## config.mk

```make
export PLATFORM = sky130hd
export DESIGN_NAME = swmm_cell
export DESIGN_NICKNAME = d
export VERILOG_FILES = /design/src/hw/rtl/swmm_pkg.sv /design/src/hw/rtl/swmm_cell.sv
export SDC_FILE = /design/constraint.sdc
export NUM_CORES = 1
export LEC_CHECK = 0
export BUFFER_PORTS_ARGS = -buffer_cell sky130_fd_sc_hd__buf_2
export CORE_ASPECT_RATIO = 0.75
export CORE_MARGIN = 2
export CORE_UTILIZATION = 48
export DETAILED_ROUTE_END_ITERATION = 10
export PLACE_DENSITY = 0.77
export SLEW_MARGIN = 5
export SYNTH_ARGS = -nofsm -noshare
export SYNTH_HDL_FRONTEND = slang
export SYNTH_SLANG_ARGS = --single-unit
```

## constraint.sdc

```tcl
create_clock -name aclk -period 7.3 [get_ports aclk]
set_input_delay 1.46 -clock aclk [delete_from_list [all_inputs] [get_ports aclk]]
set_output_delay 1.46 -clock aclk [all_outputs]
set_load 0.01 [all_outputs]
```

## src/hw/rtl/swmm_pkg.sv

```systemverilog
`default_nettype none

package swmm_pkg;

    localparam int SAMPLE_W            = 32;
    localparam int CFG_W               = 7;
    localparam int WINDOW_LENGTH_RESET = 5;

    typedef struct packed {
        logic signed [SAMPLE_W-1:0] sample;
        logic                       series_start;
    } in_t;

    typedef struct packed {
        logic signed [SAMPLE_W-1:0] window_max;
        logic signed [SAMPLE_W-1:0] window_min;
        logic                       window_full;
    } out_t;

    typedef struct packed {
        logic signed [SAMPLE_W-1:0] hi;
        logic signed [SAMPLE_W-1:0] lo;
    } minmax_t;

endpackage

`default_nettype wire

```

## src/hw/rtl/swmm_cell.sv

```systemverilog
`default_nettype none

module swmm_cell
    import swmm_pkg::*;
(
    input  wire logic                       aclk,
    input  wire logic                       advance,
    input  wire logic signed [SAMPLE_W-1:0] sample,
    input  wire minmax_t                    nbr,
    output minmax_t                         held
);

    minmax_t held_reg;
    minmax_t held_next;

    always_comb begin
        held_next.hi = ($signed(nbr.hi) > sample) ? nbr.hi : sample;
        held_next.lo = ($signed(nbr.lo) < sample) ? nbr.lo : sample;
    end

    always_ff @(posedge aclk) begin
        if (advance) begin
            held_reg <= held_next;
        end
    end

    assign held = held_reg;

endmodule

`default_nettype wire

```

# [Word level (Yosys, flattened, before mapping)]
# Index checks and enable logic that the tools add are counted.
[totals] word_cells=6 input_bits=98 output_inout_bits=64 register_bits=64
[op_classes] n_mux=2 magnitude_cmp=2
[ops] op="$mux 32" n=2
[ops] op="$gt 32x32->1" n=1
[ops] op="$lt 32x32->1" n=1

# [Longest topological paths before layout]
[depth] word_depth=2 mapped_depth=11

# [Worst setup path before layout]
# OpenSTA, ideal clock, no wires.
[synth_path] path_kind="input port to flip-flop" from="input port sample[25]" to="register held_reg, in the netlist held[10] (data pin)" path_stages=9 required_ns=7.040 arrival_ns=3.554 slack_ns=3.486 path_buffers=1 setup_time_ns=0.260 cell_sequence="inv_1 ha_1 a21o_1 a221o_1 a221o_1 a211oi_2 xnor2_2 buf_6 mux2_4"
[synth_rtl] item="from (decl)" line_no="swmm_cell.sv:8" text="input wire logic signed [SAMPLE_W-1:0] sample,"
[synth_rtl] item="to (signal assigned)" line_no="swmm_cell.sv:23" text="held_reg <= held_next;"
[synth_rtl] item="to (decl)" line_no="swmm_cell.sv:13" text="minmax_t held_reg;"

==> results by group <==
Power
  – Pint: 0.0008820 W
  – Switching Share: between 20% and 30%
  – Switching power: 0.0003750 W
  – Largest vdd supply drop: 0.09745 mV
  – Lkg Pwr: 2.754 nW
  – Combinational Power Share: 30.7%
  – Sequential Power Share: 38.6%
  – Power Density: 214.1 nW/um^2
  – Clock power frac: 30.7%

Global route
  – GR Util met3: 5.676%
  – Pin count of the biggest net entering global routing: between 60 and 70
  – Vias in the first global route: 3,939
  – GR peak layer: met2
  – GR Layer Usage met2: between 40% and 50%
  – Initial antenna violation count: 0
  – First-pass GRT wire length: 19,810 um
  – Grt met1 use: a little under a third
  – Overall routing resource usage: 24.12%
  – Gr ovfl total: 0

STA
  – Setup Viol. Count Final: 0
  – Tightest hold margin: 1.447 ns
  – RSZ-0062 raised after global routing: false
  – Slew Viols, Final: 0
  – Fmax: 0.2145 GHz
  – Min Clock Period, post-route: 4.662 ns
  – Fin crit share: between 60% and 70%
  – Slew @ Worst Pin: 1.044 ns
  – Hold Vio Cnt, Final: 0
  – Relative slew slack: 29.94%
  – Setup TNS: 0 ns

Placed design
  – Port bufs: 161
  – Routability congestion estimate from global placement: 0.8768
  – # placed instances: 690
  – DP Wirelength: slightly below 10,000 um

Clocking
  – CTS sink count: 64
  – Post-CTS setup buffers: 0
  – CTS tree: yes
  – CTS Root Cell: clkbuf_16
  – Reg clk slew, reported paths: 0.06 ns
  – CTS Buf Count: 9
  – Hold-fix buffers, CTS: 0
  – H-tree depth: 3
  – Post_cts resized: 0
  – Max clock buf depth: 2

Detailed routing
  – DR iter-0 viols: 362
  – Vias: 4,109
  – Routed Antenna Nets: 0
  – Vias per cell: 5.820
  – DRC viols: 0
  – WL final: approximately 13,000 um
  – Drt first pass iters: 4
  – WL per Instance: 18.29 um

Layout
  – Layout cells sized above 1: between 40 and 50%
  – Max reg flops: 64
  – Finished Layout Cells: 706
  – Most frequent cells in the layout: 161 x buf_2, 64 x edfxtp_1, 63 x ha_1, 46 x nand2_1, 37 x inv_1
  – Area Growth Syn to Fin: 25.62%
  – Nets: 730
  – Antenna Cells: 0
  – Commonest non-fill, non-tap cell in the layout: buf_2

Logic synthesis
  – Post-synth cell types: 37
  – Dominant cells by area after synthesis: edfxtp_1 41%, ha_1 17%, mux2_4 9.6%
  – Synthesized flop and latch total: 64
  – Syn_area_per_cell: 11.40 um^2
  – Yosys top cell area share: 41.12%
  – Ys Warns: 0
  – Yosys top cell by area: edfxtp_1
  – Syn_nets: approximately 570
  – Synth Cell Area: 4673 um^2
  – Seq/Total Area, Yosys: 41.12%
  – Cells after synthesis: 410

Worst setup path
  – Critical path required time: 7.50 ns
  – Worst EP arrival: between 4 and 5 ns
  – Setup crit start kind: input pin
  – Crit path max fanout: 34
  – WS Path Type: input pin to flip-flop
  – CP endpoint kind: flip-flop

Floorplanning
  – Starting Density: 48.78%
  – DIE AREA: 10,550 um^2
  – Num ports: ~160
  – Die width: 117.9 um
  – Die Height: 89.45 um
  – # rows: 31
  – Core Area: 9580 um^2

Min path
  – Hold path cells: 2
  – Worst hold endpoint: held[10]
  – Hold Crit Class: input pin to flip-flop
  – Worst Hold Launch: nbr[10]

Run status
  – Outcome: finished, final reports clean

Flow run
  – Max-cap viol count: 0
-- how the worst max path moves through the flow --
stage,from,end,slack (ns)
6_report,sample[31],held[38],2.64
5_1_grt,sample[31],held[45],2.49
4_1_cts,sample[31],held[38],2.71
3_5_place_dp,sample[31],held[38],2.37
3_3_place_gp,sample[2],held[16],2.44
2_1_floorplan,sample[25],held[10],3.49
-- power groups by stage --
stage / clock network (W) / registers, W / logic (W)
3_5_place_dp: 0 / 0.000493 / 0.000384
6_report: 0.000386 / 0.000486 / 0.000386
2_1_floorplan: 0 / 0.000521 / 0.000213
4_1_cts: 0.000387 / 0.000486 / 0.000385
3_3_place_gp: 0 / 0.000493 / 0.000372
5_1_grt: 0.000400 / 0.000491 / 0.000420
-- routing by layer --
metal	routed length, um	share of wire [%]
met3	789	6.1
met5	0	0
met2	5999	46
met4	171	1.3
met1	5953	46
-- critical path, cell delays in order --
cell      delay (ns)
buf_2           0.11
inv_1           0.06
ha_1            0.35
clkinv_1        0.83
o211ai_1        0.50
o31ai_1         0.16
a32oi_2         0.76
buf_4           0.38
o221a_2         0.23
-- kinds of logic after synthesis --
| logic type | after synthesis | share of synthesized area [%] |
|---|---|---|
| AOI/OAI and AO/OA | 120 | 19.25 |
| muxes | 32 | 10.12 |
| and+or+nand+nor | 73 | 7.149 |
| xor gates and xnor gates | 1 | 0.3482 |
| buffers and inverters | 57 | 5.140 |
| DFF | 64 | 41.12 |
| adders and majority gates | 63 | 16.87 |
-- cell type report --
type,count,area (um^2)
clock buffer,11,232.7
clock inverter,5,23.77
fill,809,3710
inverter,38,142.6
multi-input combinational,289,2534
sequential,64,1922
tap,132,165.2
timing repair buffer,167,850.8
-- cell usage after synthesis (all sizes together) --
cell     instances
and4             1
inv             37
nor2             2
a211oi           2
nand2           46
nand4           11
a21oi           28
clkinv           1
edfxtp          64
a221o            3
o221a           32
o21a             1
mux2            32
o31ai            1
nor2b            4
nor3             2
clkbuf          12
nand2b           1
nor4             3
nand3            2
ha              63
xnor2            1
a221oi           2
a2111oi          1
buf              7
a32oi            1
o22ai           32
o211ai           2
a21o             2
o21ai           12
o41ai            1
and2             1
-- stage by stage --
step	power (W)	instance area [um^2]	setup slack [ns]	utilization [%]
2_1_floorplan	0.0007339	4673	3.486	-
3_3_place_gp	0.0008651	5614	2.440	58.60
3_5_place_dp	0.0008764	5614	2.367	58.60
4_1_cts	0.001258	5871	2.714	61.28
5_1_grt	0.001311	5871	2.488	61.28
6_report	0.001257	5871	2.638	61.28
No activity file was read; power rests on OpenSTA's default activity.
